`src/rtl/lscc_pkg.sv`:
```
package lscc_pkg;

  // Fixed field widths
  localparam int FIELD_W    = 12;
  localparam int FUNC_W     = 2;
  localparam int PHASE_W    = 3;
  localparam int STATUS_W   = 3;
  localparam int NUM_CH     = 3;
  localparam int CFG_IDX_W  = 2;

  // Parameter defaults
  localparam int AVG_LEN_DEF  = 64;
  localparam int ADC_BITS_DEF = 12;

  // Channel order
  localparam int CH_LEFT   = 0;
  localparam int CH_MIDDLE = 1;
  localparam int CH_RIGHT  = 2;

  // Event kinds
  localparam logic [FUNC_W-1:0] FN_SAMPLE = 2'd0;
  localparam logic [FUNC_W-1:0] FN_BUTTON = 2'd1;
  localparam logic [FUNC_W-1:0] FN_START  = 2'd2;

  // Calibration phases
  localparam logic [PHASE_W-1:0] PH_IDLE         = 3'd0;
  localparam logic [PHASE_W-1:0] PH_WAIT_WHITE   = 3'd1;
  localparam logic [PHASE_W-1:0] PH_SAMPLE_WHITE = 3'd2;
  localparam logic [PHASE_W-1:0] PH_WAIT_BLACK   = 3'd3;
  localparam logic [PHASE_W-1:0] PH_SAMPLE_BLACK = 3'd4;

  // Configuration register indexes
  localparam logic [CFG_IDX_W-1:0] CFG_LEFT_TRIP   = 2'd0;
  localparam logic [CFG_IDX_W-1:0] CFG_MIDDLE_TRIP = 2'd1;
  localparam logic [CFG_IDX_W-1:0] CFG_RIGHT_TRIP  = 2'd2;
  localparam logic [CFG_IDX_W-1:0] CFG_MIDDLE_PRES = 2'd3;

  localparam logic [FIELD_W-1:0] TRIP_RESET = 12'd2048;

  // One event, samples already masked
  typedef struct packed {
    logic [FUNC_W-1:0]              func;
    logic [NUM_CH-1:0][FIELD_W-1:0] smp;
  } cal_item_t;

  // Calibration state seen by the classifier and result path
  typedef struct packed {
    logic [PHASE_W-1:0]             phase_next;
    logic                           done;
    logic                           valid;
    logic                           valid_next;
    logic [NUM_CH-1:0][FIELD_W-1:0] trips;
    logic [NUM_CH-1:0][FIELD_W-1:0] trips_next;
  } cal_stat_t;

endpackage

```
`src/rtl/line_sensor_calibrate_classify_core.sv`:
```
// Channel   Dir  Handshake                      Payload
// s_axis    in   s_axis_tvalid/s_axis_tready    tuser: func; tdata: samples
// m_axis    out  m_axis_tvalid/m_axis_tready    tdata: status, phase, done, trips
// cfg       in   cfg_we (no wait)               cfg_index, cfg_data
//
// One item per cycle sustained while m_axis is ready; an item's result reaches
// m_axis through the input register, then the result register. The calibration
// state and the reciprocal-multiply averaging sit between those two registers.
// rst is synchronous: phase idle, stored trips 2048, middle sensor present.
// A stall on m_axis holds the result register; s_axis keeps accepting until
// the input register is also full.
module line_sensor_calibrate_classify_core #(
  parameter int AVG_LEN  = lscc_pkg::AVG_LEN_DEF,
  parameter int ADC_BITS = lscc_pkg::ADC_BITS_DEF
) (
  input  logic                              clk,
  input  logic                              rst,
  // stream in
  input  logic                              s_axis_tvalid,
  output logic                              s_axis_tready,
  input  logic [39:0]                       s_axis_tdata,  // left, middle, right
  input  logic [lscc_pkg::FUNC_W-1:0]       s_axis_tuser,  // func
  // stream out
  output logic                              m_axis_tvalid,
  input  logic                              m_axis_tready,
  // line_status, cal_phase, cal_done, left_trip_now, middle_trip_now, right_trip_now
  output logic [47:0]                       m_axis_tdata,
  // configuration
  input  logic                              cfg_we,
  input  logic [lscc_pkg::CFG_IDX_W-1:0]    cfg_index,
  input  logic [lscc_pkg::FIELD_W-1:0]      cfg_data
);

  localparam int FW  = lscc_pkg::FIELD_W;
  localparam int NCH = lscc_pkg::NUM_CH;
  localparam logic [FW-1:0] ADC_MASK =
    (ADC_BITS >= FW) ? {FW{1'b1}} : FW'((64'd1 << ADC_BITS) - 64'd1);

  // configuration registers
  logic [NCH-1:0][FW-1:0] stored_trips;
  logic                   middle_present;

  // input register
  logic                          in_valid;
  logic [lscc_pkg::FUNC_W-1:0]   in_func;
  logic [NCH-1:0][FW-1:0]        in_smp;

  // result register
  logic                           out_valid;
  logic [lscc_pkg::STATUS_W-1:0]  out_status;
  logic [lscc_pkg::PHASE_W-1:0]   out_phase;
  logic                           out_done;
  logic [NCH-1:0][FW-1:0]         out_trips;

  logic                           advance;
  lscc_pkg::cal_item_t            item;
  lscc_pkg::cal_stat_t            stat;
  logic [NCH-1:0][FW-1:0]         trip_before, trip_after;
  logic [lscc_pkg::STATUS_W-1:0]  status;

  // Configuration writes
  always_ff @(posedge clk) begin
    if (rst) begin
      stored_trips   <= {NCH{lscc_pkg::TRIP_RESET}};
      middle_present <= 1'b1;
    end else if (cfg_we) begin
      case (cfg_index)
        lscc_pkg::CFG_LEFT_TRIP:   stored_trips[lscc_pkg::CH_LEFT]   <= cfg_data;
        lscc_pkg::CFG_MIDDLE_TRIP: stored_trips[lscc_pkg::CH_MIDDLE] <= cfg_data;
        lscc_pkg::CFG_RIGHT_TRIP:  stored_trips[lscc_pkg::CH_RIGHT]  <= cfg_data;
        lscc_pkg::CFG_MIDDLE_PRES: middle_present <= cfg_data[0];
        default: begin
        end
      endcase
    end
  end

  // Pipeline handshake
  assign advance       = in_valid && (!out_valid || m_axis_tready);
  assign s_axis_tready = !in_valid || advance;

  always_ff @(posedge clk) begin
    if (rst) begin
      in_valid <= 1'b0;
    end else if (s_axis_tready) begin
      in_valid <= s_axis_tvalid;
    end
  end

  always_ff @(posedge clk) begin
    if (s_axis_tready && s_axis_tvalid) begin
      in_func <= s_axis_tuser;
      in_smp  <= s_axis_tdata[NCH*FW-1:0];
    end
  end

  // Masked samples; an absent middle sensor reads as zero
  assign item.func                  = in_func;
  assign item.smp[lscc_pkg::CH_LEFT]   = in_smp[lscc_pkg::CH_LEFT] & ADC_MASK;
  assign item.smp[lscc_pkg::CH_MIDDLE] =
    middle_present ? (in_smp[lscc_pkg::CH_MIDDLE] & ADC_MASK) : '0;
  assign item.smp[lscc_pkg::CH_RIGHT]  = in_smp[lscc_pkg::CH_RIGHT] & ADC_MASK;

  lscc_cal #(
    .AVG_LEN(AVG_LEN)
  ) u_cal (
    .clk (clk),
    .rst (rst),
    .step(advance),
    .item(item),
    .stat(stat)
  );

  // Trips in force before and after this item
  assign trip_before = stat.valid      ? stat.trips      : stored_trips;
  assign trip_after  = stat.valid_next ? stat.trips_next : stored_trips;

  // Classify against the trips before the item
  always_comb begin
    status = '0;
    if (item.func == lscc_pkg::FN_SAMPLE) begin
      status[2] = item.smp[lscc_pkg::CH_LEFT]   > trip_before[lscc_pkg::CH_LEFT];
      status[1] = item.smp[lscc_pkg::CH_MIDDLE] > trip_before[lscc_pkg::CH_MIDDLE];
      status[0] = item.smp[lscc_pkg::CH_RIGHT]  > trip_before[lscc_pkg::CH_RIGHT];
    end
  end

  // Result register
  always_ff @(posedge clk) begin
    if (rst) begin
      out_valid <= 1'b0;
    end else if (advance) begin
      out_valid <= 1'b1;
    end else if (m_axis_tready) begin
      out_valid <= 1'b0;
    end
  end

  always_ff @(posedge clk) begin
    if (advance) begin
      out_status <= status;
      out_phase  <= stat.phase_next;
      out_done   <= stat.done;
      out_trips  <= trip_after;
    end
  end

  assign m_axis_tvalid = out_valid;
  assign m_axis_tdata  = {5'd0, out_trips, out_done, out_phase, out_status};

  // Checks
  a_done_idle: assert property (@(posedge clk) disable iff (rst)
    out_valid && out_done |-> out_phase == lscc_pkg::PH_IDLE)
    else $error("calibration done without returning to idle");

  a_done_valid: assert property (@(posedge clk) disable iff (rst)
    advance && stat.done |=> stat.valid)
    else $error("calibrated trips not in force after done");

  a_status_only_sample: assert property (@(posedge clk) disable iff (rst)
    advance && item.func != lscc_pkg::FN_SAMPLE |=> out_status == '0)
    else $error("line status set on a non-sample item");

  a_ready_when_empty: assert property (@(posedge clk) disable iff (rst)
    !out_valid |-> s_axis_tready)
    else $error("input stalled while result register empty");

endmodule

```
`src/rtl/lscc_avg_div.sv`:
```
// Channel sum divided by the averaging length: multiply by a rounded-up
// reciprocal. With K = SUM_W + clog2(N) the floor is exact for every sum
// below 2^SUM_W.
module lscc_avg_div #(
  parameter int AVG_LEN = lscc_pkg::AVG_LEN_DEF,
  parameter int SUM_W   = lscc_pkg::FIELD_W + $clog2(lscc_pkg::AVG_LEN_DEF)
) (
  input  logic [SUM_W-1:0]             sum,
  output logic [lscc_pkg::FIELD_W-1:0] avg
);

  localparam int K   = SUM_W + $clog2(AVG_LEN);
  localparam int M_W = SUM_W + 2;
  localparam int P_W = SUM_W + M_W;
  localparam logic [63:0] RECIP_FULL =
    ((64'd1 << K) + 64'(AVG_LEN) - 64'd1) / 64'(AVG_LEN);
  localparam logic [M_W-1:0] RECIP = RECIP_FULL[M_W-1:0];

  logic [P_W-1:0] prod;

  assign prod = P_W'(sum) * P_W'(RECIP);
  assign avg  = prod[K +: lscc_pkg::FIELD_W];

endmodule

```
`src/rtl/lscc_cal.sv`:
```
// Two-point calibration: phase control, per-channel accumulation,
// averages and calibrated trips.
module lscc_cal #(
  parameter int AVG_LEN = lscc_pkg::AVG_LEN_DEF
) (
  input  logic                 clk,
  input  logic                 rst,
  input  logic                 step,
  input  lscc_pkg::cal_item_t  item,
  output lscc_pkg::cal_stat_t  stat
);

  localparam int CNT_W = $clog2(AVG_LEN + 1);
  localparam int SUM_W = lscc_pkg::FIELD_W + $clog2(AVG_LEN);
  localparam int FW    = lscc_pkg::FIELD_W;
  localparam int NCH   = lscc_pkg::NUM_CH;

  logic [lscc_pkg::PHASE_W-1:0] phase, phase_next;
  logic [CNT_W-1:0]             count, count_next, count_inc;
  logic [NCH-1:0][SUM_W-1:0]    sums, sums_next, sum_add;
  logic [NCH-1:0][FW-1:0]       white, white_next;
  logic [NCH-1:0][FW-1:0]       trips, trips_next;
  logic [NCH-1:0][FW-1:0]       avg, mid_trip;
  logic                         valid, valid_next;
  logic                         done;
  logic                         sampling, full;

  // Accumulate and divide, one lane per channel
  for (genvar i = 0; i < NCH; i++) begin : g_lane
    assign sum_add[i] = sums[i] + SUM_W'(item.smp[i]);

    lscc_avg_div #(
      .AVG_LEN(AVG_LEN),
      .SUM_W  (SUM_W)
    ) u_div (
      .sum(sum_add[i]),
      .avg(avg[i])
    );

    assign mid_trip[i] = FW'(((FW + 1)'(white[i]) + (FW + 1)'(avg[i])) >> 1);
  end

  assign count_inc = count + 1'b1;
  assign full      = (count_inc >= CNT_W'(AVG_LEN));
  assign sampling  = (phase == lscc_pkg::PH_SAMPLE_WHITE) ||
                     (phase == lscc_pkg::PH_SAMPLE_BLACK);

  // Next-state logic
  always_comb begin
    phase_next = phase;
    count_next = count;
    sums_next  = sums;
    white_next = white;
    trips_next = trips;
    valid_next = valid;
    done       = 1'b0;
    case (item.func)
      lscc_pkg::FN_SAMPLE: begin
        if (sampling) begin
          if (full) begin
            count_next = '0;
            sums_next  = '0;
            if (phase == lscc_pkg::PH_SAMPLE_WHITE) begin
              white_next = avg;
              phase_next = lscc_pkg::PH_WAIT_BLACK;
            end else begin
              trips_next = mid_trip;
              valid_next = 1'b1;
              phase_next = lscc_pkg::PH_IDLE;
              done       = 1'b1;
            end
          end else begin
            count_next = count_inc;
            sums_next  = sum_add;
          end
        end
      end
      lscc_pkg::FN_BUTTON: begin
        if (phase == lscc_pkg::PH_WAIT_WHITE) begin
          count_next = '0;
          sums_next  = '0;
          phase_next = lscc_pkg::PH_SAMPLE_WHITE;
        end else if (phase == lscc_pkg::PH_WAIT_BLACK) begin
          count_next = '0;
          sums_next  = '0;
          phase_next = lscc_pkg::PH_SAMPLE_BLACK;
        end
      end
      lscc_pkg::FN_START: begin
        count_next = '0;
        sums_next  = '0;
        phase_next = lscc_pkg::PH_WAIT_WHITE;
      end
      default: begin
      end
    endcase
  end

  // Control state
  always_ff @(posedge clk) begin
    if (rst) begin
      phase <= lscc_pkg::PH_IDLE;
      count <= '0;
      valid <= 1'b0;
    end else if (step) begin
      phase <= phase_next;
      count <= count_next;
      valid <= valid_next;
    end
  end

  // Sums, averages and trips; sums are cleared before any sampling phase
  always_ff @(posedge clk) begin
    if (step) begin
      sums  <= sums_next;
      white <= white_next;
      trips <= trips_next;
    end
  end

  assign stat.phase_next = phase_next;
  assign stat.done       = done;
  assign stat.valid      = valid;
  assign stat.valid_next = valid_next;
  assign stat.trips      = trips;
  assign stat.trips_next = trips_next;

endmodule

```
`config.mk`:
```
export PLATFORM = sky130hd
export DESIGN_NAME = line_sensor_calibrate_classify_core
export DESIGN_NICKNAME = d
export VERILOG_FILES = /design/src/rtl/lscc_pkg.sv /design/src/rtl/line_sensor_calibrate_classify_core.sv /design/src/rtl/lscc_avg_div.sv /design/src/rtl/lscc_cal.sv
export SDC_FILE = /design/constraint.sdc
export NUM_CORES = 1
export LEC_CHECK = 0
export BUFFER_PORTS_ARGS = -buffer_cell sky130_fd_sc_hd__buf_2
export CORE_UTILIZATION = 25
export DETAILED_ROUTE_END_ITERATION = 8
export REMOVE_ABC_BUFFERS = 1
export SKIP_CTS_REPAIR_TIMING = 1
export SLEW_MARGIN = 0
export SYNTH_ARGS = -nofsm -noshare
export SYNTH_HDL_FRONTEND = slang
export SYNTH_SLANG_ARGS = --single-unit
```
`constraint.sdc`:
```
create_clock -name clk -period 15.1 [get_ports clk]
set_input_delay 2.265 -clock clk [delete_from_list [all_inputs] [get_ports clk]]
set_output_delay 2.265 -clock clk [all_outputs]
set_load 0.05 [all_outputs]
```
### Word level (Yosys, flattened, before mapping)

Index checks and enable logic that the tools add are counted.

* add/subtract/negate cells: 7
* $mul: 0
* div/mod/pow operators: 0
* magnitude comparators: 4
* eq/ne operators: 11
* shift operators: 0
* mux-type cells: 30
* bitwise operators: 0
* reduce and logical (&&, ||, !) cells: 18

Operators by type and width (number)
* $mux 36: 6
* $mux 54: 4
* $pmux 54 s3: 1
* $add 18x12->18: 3
* $add 12x12->13: 3
* $gt 12x12->1: 3
* $mux 7: 4
* $pmux 7 s3: 1
* $mux 12: 1
* $mux 3: 4
* $pmux 3 s3: 1
* $reduce_and 2->1: 4
* $add 7x1->7 const B: 1
* $ge 7x7->1 const B: 1
* $mux 1: 7
* $eq 2x2->1 const B: 3
* $eq 3x2->1 const B: 2
* $reduce_and 5->1: 1
* $eq 2x1->1 const B: 2
* $logic_not 2->1: 2
* $reduce_and 4->1: 1
* $eq 3x1->1 const B: 1
* $eq 3x3->1 const B: 1
* $logic_or 1x1->1: 3
* 8 further kinds: 10

* register bits: 257
* bits in latches: 0
* memory bits (writable): 0
* memory bits (read-only): 0
* input bits: 61
* memories: 0

### Logic depth before layout (Yosys ltp)

Gate-level depths: netlist (run 1).

* depth in word-level cells: 8
* gate-level depth with buffers: 20

### Modules after synthesis

Synthesis (run 1) repeated with hierarchy kept, for this count alone.

* cells, all modules: 1287
* area, all modules: 14335.0 um^2

By module, submodules not included
* lscc_cal: times used 1, cells each 801, area an instance 8508.2 um^2
* line_sensor_calibrate_classify_core: times used 1, cells each 450, area an instance 5556.6 um^2
* lscc_avg_div: times used 3, cells each 12, area an instance 90.1 um^2

### Least setup slack after synthesis (run 1)

No wires, ideal clock.

* path type: input port to flip-flop
* start point: in m_axis_tready
* end point: reg u_cal.white[0] in the netlist's numbering, enable pin
* arrival time: 7531 ps
* data required time: 14618 ps
* path slack: 7088 ps
* cell stages on the path: 4
* cells stage by stage: nor2b_1 nor2b_1 clkbuf_1 nor3b_1

* longest elaborated chain between the ends: 3

RTL lines
* start, declared: RTL line line_sensor_calibrate_classify_core.sv:25 `input logic m_axis_tready,`
* $logic_or 1x1->1: RTL line line_sensor_calibrate_classify_core.sv:79 `assign advance = in_valid && (!out_valid || m_axis_tready);`
* $logic_and 1x1->1: RTL line line_sensor_calibrate_classify_core.sv:79
* via advance: RTL line line_sensor_calibrate_classify_core.sv:55 `logic advance;`
* $reduce_and 5->1 (no source line)
* end signal, assigned: RTL line lscc_cal.sv:116 `white <= white_next;`
* end, declared: RTL line lscc_cal.sv:21 `logic [NCH-1:0][FW-1:0] white, white_next;`

The timed path passes the listed nets, and every way through them passes these cells.
A chain may end at the register's enable or synchronous reset.

### Final worst setup path (run 1)

* start point: in m_axis_tready
* end point: out s_axis_tready

* longest elaborated chain between the ends: 3

RTL lines
* $logic_or 1x1->1: RTL line line_sensor_calibrate_classify_core.sv:79
* $logic_and 1x1->1: RTL line line_sensor_calibrate_classify_core.sv:79
* $logic_or 1x1->1: RTL line line_sensor_calibrate_classify_core.sv:80 `assign s_axis_tready = !in_valid || advance;`
* end, declared: RTL line line_sensor_calibrate_classify_core.sv:20 `output logic s_axis_tready,`

Every way passes these cells.

==> results of run 1 <==
==> logic make-up (layout without fill, tap and decap cells) <==
family / count (synthesis) / in the layout
xor+xnor: 66 / 66
mux: 76 / 76
simple gates: 473 / 473
buf+inv: 88 / 193
fa+ha+maj: 108 / 108
other cells: 1 / 7
compound gates: 332 / 332
flops: 257 / 257
==> routing by layer <==
metal / vias to the layer above / wire length, um / track usage, %
met4: 8 / 870 / 3.00
met2: 240 / 16600 / 19.3
li1: 5366 / - / -
met1: 5182 / 17800 / 16.7
met3: 57 / 1890 / 2.61
met5: - / 43 / 0
==> sequential cells by signal, summed over array words and instances, names as in the netlist <==
signal	cells
m_axis_tdata	36
u_cal.sums	54
out_done	1
in_valid	1
in_smp	36
m_axis_tvalid	1
out_phase	3
u_cal.phase	3
stored_trips	36
out_status	3
middle_present	1
u_cal.count	7
u_cal.valid	1
in_func	2
u_cal.white	36
u_cal.stat	36
==> power by group through the flow <==
stage          combinational (uW)  sequential, uW  clock, uW
2_1_floorplan                 217             849          0
3_5_place_dp                  321             835          0
3_3_place_gp                  315             835          0
4_1_cts                       324             820        751
6_report                      323             820        730
5_1_grt                       360             823        774
==> synth_stat cells, types with 14 or more instances <==
| cell | number | area [um2] |
|---|---|---|
| a211oi_1 | 14 | 105 |
| a21o_1 | 37 | 278 |
| a21oi_1 | 108 | 541 |
| and2_1 | 40 | 250 |
| buf_2 | 14 | 70.1 |
| clkbuf_1 | 32 | 120 |
| dfxtp_1 | 50 | 1000 |
| edfxtp_1 | 207 | 6220 |
| ha_1 | 103 | 1290 |
| inv_1 | 25 | 93.8 |
| mux2_2 | 18 | 203 |
| mux2i_1 | 58 | 581 |
| nand2_1 | 170 | 638 |
| nand3_1 | 23 | 115 |
| nand4_1 | 15 | 93.8 |
| nor2_1 | 96 | 360 |
| nor2b_1 | 15 | 93.8 |
| nor3_1 | 28 | 140 |
| o21a_1 | 20 | 150 |
| o21ai_0 | 64 | 320 |
| xnor2_1 | 38 | 333 |
| xor2_1 | 27 | 236 |
==> cell usage in the layout, fill, tap and decap left out, types with 5 or more instances in the layout <==
cell / count
nor2_1: 95
clkbuf_1: 7
buf_2: 101
a2111oi_0: 5
a31oi_1: 12
dfxtp_1: 49
clkbuf_16: 31
or2_2: 9
nor3_1: 28
a21oi_1: 108
buf_4: 9
o21bai_1: 9
nor2b_1: 14
ha_1: 103
inv_1: 25
and3_1: 9
nand2_1: 170
xor2_1: 27
conb_1: 5
mux2_2: 18
fa_1: 5
nand3_1: 23
o21ai_0: 64
nand3b_1: 10
mux2i_1: 58
or3_1: 8
nand4_1: 15
o21a_1: 20
o211a_1: 6
and2_1: 39
nor3b_1: 7
clkinv_1: 6
o31ai_1: 5
nand2b_1: 11
xnor2_1: 38
edfxtp_1: 207
a211oi_1: 14
a21o_1: 37
==> stage by stage <==
stage | instance area (um2) | utilization, % | hold WS [ps] | setup slack, ps
6_report | 17200 | 29.1 | 453 | 9840
5_1_grt | 17100 | 29.1 | 471 | 9630
4_1_cts | 17100 | 29.1 | 454 | 9840
3_5_place_dp | 16200 | 27.4 | 446 | 9840
3_3_place_gp | 16200 | 27.4 | 445 | 9850
2_1_floorplan | 14600 | - | 428 | 5760
==> worst max-delay path, delay by kind of cell <==
family	cells	cell delay (ps)
simple gates	2	420
buf+inv	2	310
==> area by class of cell <==
class	count	area share, %
Antenna cell	2	0.0292
Clock buffer	38	4.68
Clock inverter	18	1.05
Inverter	27	0.591
Multi-Input combinational cell	1060	42.6
Sequential cell	257	42.1
Tap cell	773	5.64
Timing Repair Buffer	110	3.34
==> how the worst max path moves through the flow <==
stage | start | endpoint | slack, ps | cells past startpoint
5_1_grt | middle_present$_SDFFE_PP1P_ | u_cal.stat[57]$_DFFE_PP_ | 9630 | 19
2_1_floorplan | m_axis_tready | u_cal.white[0]$_DFFE_PP_ | 5760 | 3
3_3_place_gp | m_axis_tready | s_axis_tready | 9850 | 4
3_5_place_dp | m_axis_tready | s_axis_tready | 9840 | 4
6_report | m_axis_tready | s_axis_tready | 9840 | 4
4_1_cts | m_axis_tready | s_axis_tready | 9840 | 4
==> impl_metrics.csv, run 1 <==
group,metric,value,unit
pwr,power.density,109,mW/mm2
yosys,synth_xor_xnor_area_share,3.94,%
yosys,ys_async_sr_fraction,0,%
pwr,p_switching,523,uW
timing,worst_slew_pin_slew,1120,ps
critical_path,crit_chain,"buf_2 -> nor2b_1 -> nand2_1 -> buf_2",
grt,grt_max_degree,82,
routing,wire_per_inst,16.3,um
pwr,power,1870,uW
clock_tree,cts_buffers,31,
grt,grt_remaining_overflow,0,
critical_path,r2r-start,"middle_present$_SDFFE_PP1P_",
clock_tree,clk_pin_slew,60,ps
worst_hold_path,min_path_type,"register to register",
cells_and_area,seq_area,0.00722,mm2
clock_tree,htreeDepth,1,
clock_tree,cts_tree,"done",
cells_and_area,layout.nets,1656,
grt,grt_use_total,12.2,%
grt,antenna_found_initial,4,
yosys,postSynthAreaPerCell,10.6,um2
grt,grt_pass1_wl,58.2,mm
critical_path,worstPathArrival,3000,ps
floorplanning,rows,89,
critical_path,worst-path-max-fanout,4,
floorplanning,die-area,0.0604,mm2
floorplanning,core,0.0589,mm2
timing,fin_setup_tns,0,ps
routing,drt-pass1-iter-count,7,
floorplanning,die_y,246,um
yosys,synth_compound_area_share,14.6,%
clock_tree,clock_latency,570,ps
worst_hold_path,min_delay_path_depth,2,
yosys,synth_mux_area_share,5.27,%
cells_and_area,layout-drive-gt1-share,13.7,%
timing,finalHoldViolCount,0,
yosys,synth_cells,1401,
worst_hold_path,holdPathEnd,"stored_trips[16]$_SDFFE_PP0P_",
yosys,syn_area,0.0149,mm2
timing,setup_viol,0,
cells_and_area,syn2layout_area_growth,15.4,%
clock_tree,cts_sinks,257,
floorplanning,initial_core_util,25.2,%
critical_path,cp-end-kind,"primary output",
worst_hold_path,min_from,"stored_trips[16]$_SDFFE_PP0P_",
routing,viasPerCell,4.75,
cells_and_area,finalNonFillerCells,2285,
floorplanning,io_pins,111,
placed_design,portBuffers,101,
yosys,synthSimpleGateAreaFrac,15.7,%
clock_tree,cts.path.max_buffers,3,
yosys,synth_cell_type_count,85,
pwr,p_int,1350,uW
pwr,vdd_drop_max,95.8,uV
yosys,synth_fa_ha_area_share,9.35,%
pwr,switching_share,27.9,%
pwr,pwr-share-comb,17.3,%
critical_path,r2r_slack,10080,ps
timing,rsz0062_at_grt,"false",
pwr,p_leak,0.00644,uW
critical_path,crit_top_cell,"buf_2",
timing,fmax,0.190,GHz
routing,wl,37.2,mm
critical_path,cp-start-kind,"primary input",
routing,drt_iter0_markers,691,
placed_design,dp.cells,2227,
floorplanning,die_w,246,um
cells_and_area,multiInputGateArea,0.00731,mm2
status,outcome,"complete, no violations",
grt,grt_pass1_vias,10479,
placed_design,gp_congestion,0.855,
clock_tree,cts_root_buf,"clkbuf_16",
yosys,yosysSeqAreaShare,48.6,%
cells_and_area,fillCellCount,6037,
yosys,ys_ff_latch,257,
flow_run,cap_violations,0,
yosys,synthFlopType,"edfxtp_1",
routing,drc,0,
routing,final_antenna_net_count,0,
timing,worst_clock_skew,13.0,ps
yosys,synth_edf_count,207,
critical_path,required,12840,ps
timing,maxSlewViolCount,0,
placed_design,place.detailed.hpwl,27.2,mm
yosys,synth_top_family_by_area,"simple AND/OR/NAND/NOR gates",
critical_path,r2r_cells,19,
critical_path,slowest_stage,"nor2b_1",
timing,min_period,5260,ps
yosys,yosysWarningCount,0,
critical_path,r2r-end,"u_cal.stat[57]$_DFFE_PP_",
pwr,p_seq_share,43.8,%
routing,vias,10853,
timing,slew_headroom,24.7,%
critical_path,crit_path_max_incr_delay,310,ps
pwr,clkPwrFrac,39.0,%
critical_path,critPathKind,"primary input to primary output",
timing,post-route-period-util,34.9,%
Power figures use the tool's default switching activity.
==> inputs of run 2 (changes only) <==
==> constraint.sdc (replaced) <==
create_clock -name clk -period 5.3 [get_ports clk]
set_input_delay 0.795 -clock clk [delete_from_list [all_inputs] [get_ports clk]]
set_output_delay 0.795 -clock clk [all_outputs]
set_load 0.05 [all_outputs]
==> run 2 against run 1 <==
  * Cell count is 0.13% higher
  * Routed wire length is 3.8% higher
  * Sequential share of layout area down 0.15 points
==> impl_metrics.csv, run 2 (synthesized netlist as in run 1, its figures left out) <==
group,metric,value,unit
placed_design,detailedPlace.worstSlack,356,ps
floorplanning,die-area,0.0604,mm2
grt,grt_remaining_overflow,0,
timing,worst_slack,493,ps
critical_path,required,5580,ps
routing,final_antenna_net_count,0,
placed_design,portBuffers,101,
clock_tree,cts_buffers,30,
pwr,power.density,313,mW/mm2
cells_and_area,layout.nets,1660,
status,outcome,"complete, no violations",
grt,grt_pass1_wl,60.3,mm
routing,vias,10920,
clock_tree,cts_sinks,257,
routing,drc,0,
timing,finalHoldViolCount,0,
critical_path,r2r_cells,18,
placed_design,place.detailed.hpwl,28.6,mm
timing,min_period,4810,ps
timing,setup_viol,0,
floorplanning,die_w,246,um
pwr,p_leak,0.00649,uW
cells_and_area,final_common_cell,"edfxtp_1",
clock_tree,clock_latency,580,ps
grt,grt_max_degree,46,
critical_path,cp-end-kind,"register",
routing,drt_iter0_markers,613,
pwr,vdd_drop_max,229,uV
clock_tree,clk_pin_slew,60,ps
critical_path,worstPathArrival,5090,ps
placed_design,gp_congestion,0.879,
floorplanning,core,0.0589,mm2
cells_and_area,layout-drive-gt1-share,14.3,%
timing,worst_slew_pin_slew,1060,ps
flow_run,cap_violations,0,
critical_path,cp-start-kind,"register",
critical_path,critPathKind,"register to register",
floorplanning,rows,89,
cells_and_area,final_util,29.2,%
clock_tree,cts_root_buf,"clkbuf_16",
timing,post-route-period-util,90.7,%
timing,fmax,0.208,GHz
timing,worst_clock_skew,27.5,ps
cells_and_area,largest_register_ffs,54,
routing,viasPerCell,4.77,
timing,maxSlewViolCount,0,
worst_hold_path,min_path_type,"primary input to register",
critical_path,worst-path-max-fanout,11,
timing,slew_headroom,29.6,%
routing,wl,38.6,mm
floorplanning,io_pins,111,
cells_and_area,largest_register,"u_cal.sums",
clock_tree,cts_tree,"done",
cells_and_area,syn2layout_area_growth,15.9,%
floorplanning,die_y,246,um
floorplanning,initial_core_util,25.2,%
timing,rsz0062_at_grt,"false",
routing,wire_per_inst,16.9,um
grt,grt_pass1_vias,10791,
grt,grt_use_total,12.6,%
routing,drt-pass1-iter-count,5,
clock_tree,htreeDepth,1,
worst_hold_path,min_delay_path_depth,1,
cells_and_area,final_cell_mix,"edfxtp_1 (207), nand2_1 (170), a21oi_1 (108), ha_1 (103), buf_2 (101)",
clock_tree,cts.path.max_buffers,3,
grt,antenna_found_initial,3,
-- run 2: area by class of cell --
cell class	instances	area, um2
Fill cell	6018	41700
Multi-Input combinational cell	1060	7310
Sequential cell	257	7220
Tap cell	773	967
Clock buffer	41	855
Timing Repair Buffer	115	611
Clock inverter	14	155
Inverter	27	101
Antenna cell	1	2.50
-- run 2: metrics by stage --
stage	instance area (um2)	power, uW	std cells	hold slack (ps)	TNS [ps]
2_1_floorplan	14600	3040	1344	428	-196500
3_3_place_gp	16200	3290	2232	447	0
3_5_place_dp	16200	3310	2232	450	0
4_1_cts	17200	5460	2287	355	0
5_1_grt	17200	5640	2287	357	0
6_report	17200	5400	2288	387	0
-- run 2: worst paths after layout --
check	startpoint	end	slack [ps]
max	middle_present$_SDFFE_PP1P_	m_axis_tdata[28]$_DFFE_PP_	490
min	s_axis_tdata[9]	in_smp[9]$_DFFE_PP_	390
max reg2reg	middle_present$_SDFFE_PP1P_	m_axis_tdata[28]$_DFFE_PP_	490
min reg2reg	stored_trips[17]$_SDFFE_PP0P_	stored_trips[17]$_SDFFE_PP0P_	450
-- run 2: metal layers --
metal  vias up  track usage (%)  part of all wire [%]
li1       5366                -                     -
met1      5273             17.1                    47
met2       224             20.5                    46
met3        51             2.68                   5.0
met4         6             2.89                   2.0
met5         -                0                 0.093
-- run 2: worst max-delay path: stages, from the launching register on --
cell,delay [ps]
dfxtp_2,450
and2_1,190
ha_1,240
ha_1,270
a21oi_2,100
nor4_4,310
o2111a_2,300
nor2_1,70
o21ai_0,210
a21oi_1,140
xnor2_1,220
ha_1,340
a21o_1,210
a21oi_1,220
o21bai_1,140
a2111oi_1,550
o31ai_1,210
xnor2_1,230
mux2i_1,120
-- run 2: power by group --
part / internal, uW / total [uW] / switching [uW]
Sequential: 2280 / 2340 / 52.0
Clock: 1270 / 2130 / 854
Combinational: 346 / 936 / 590
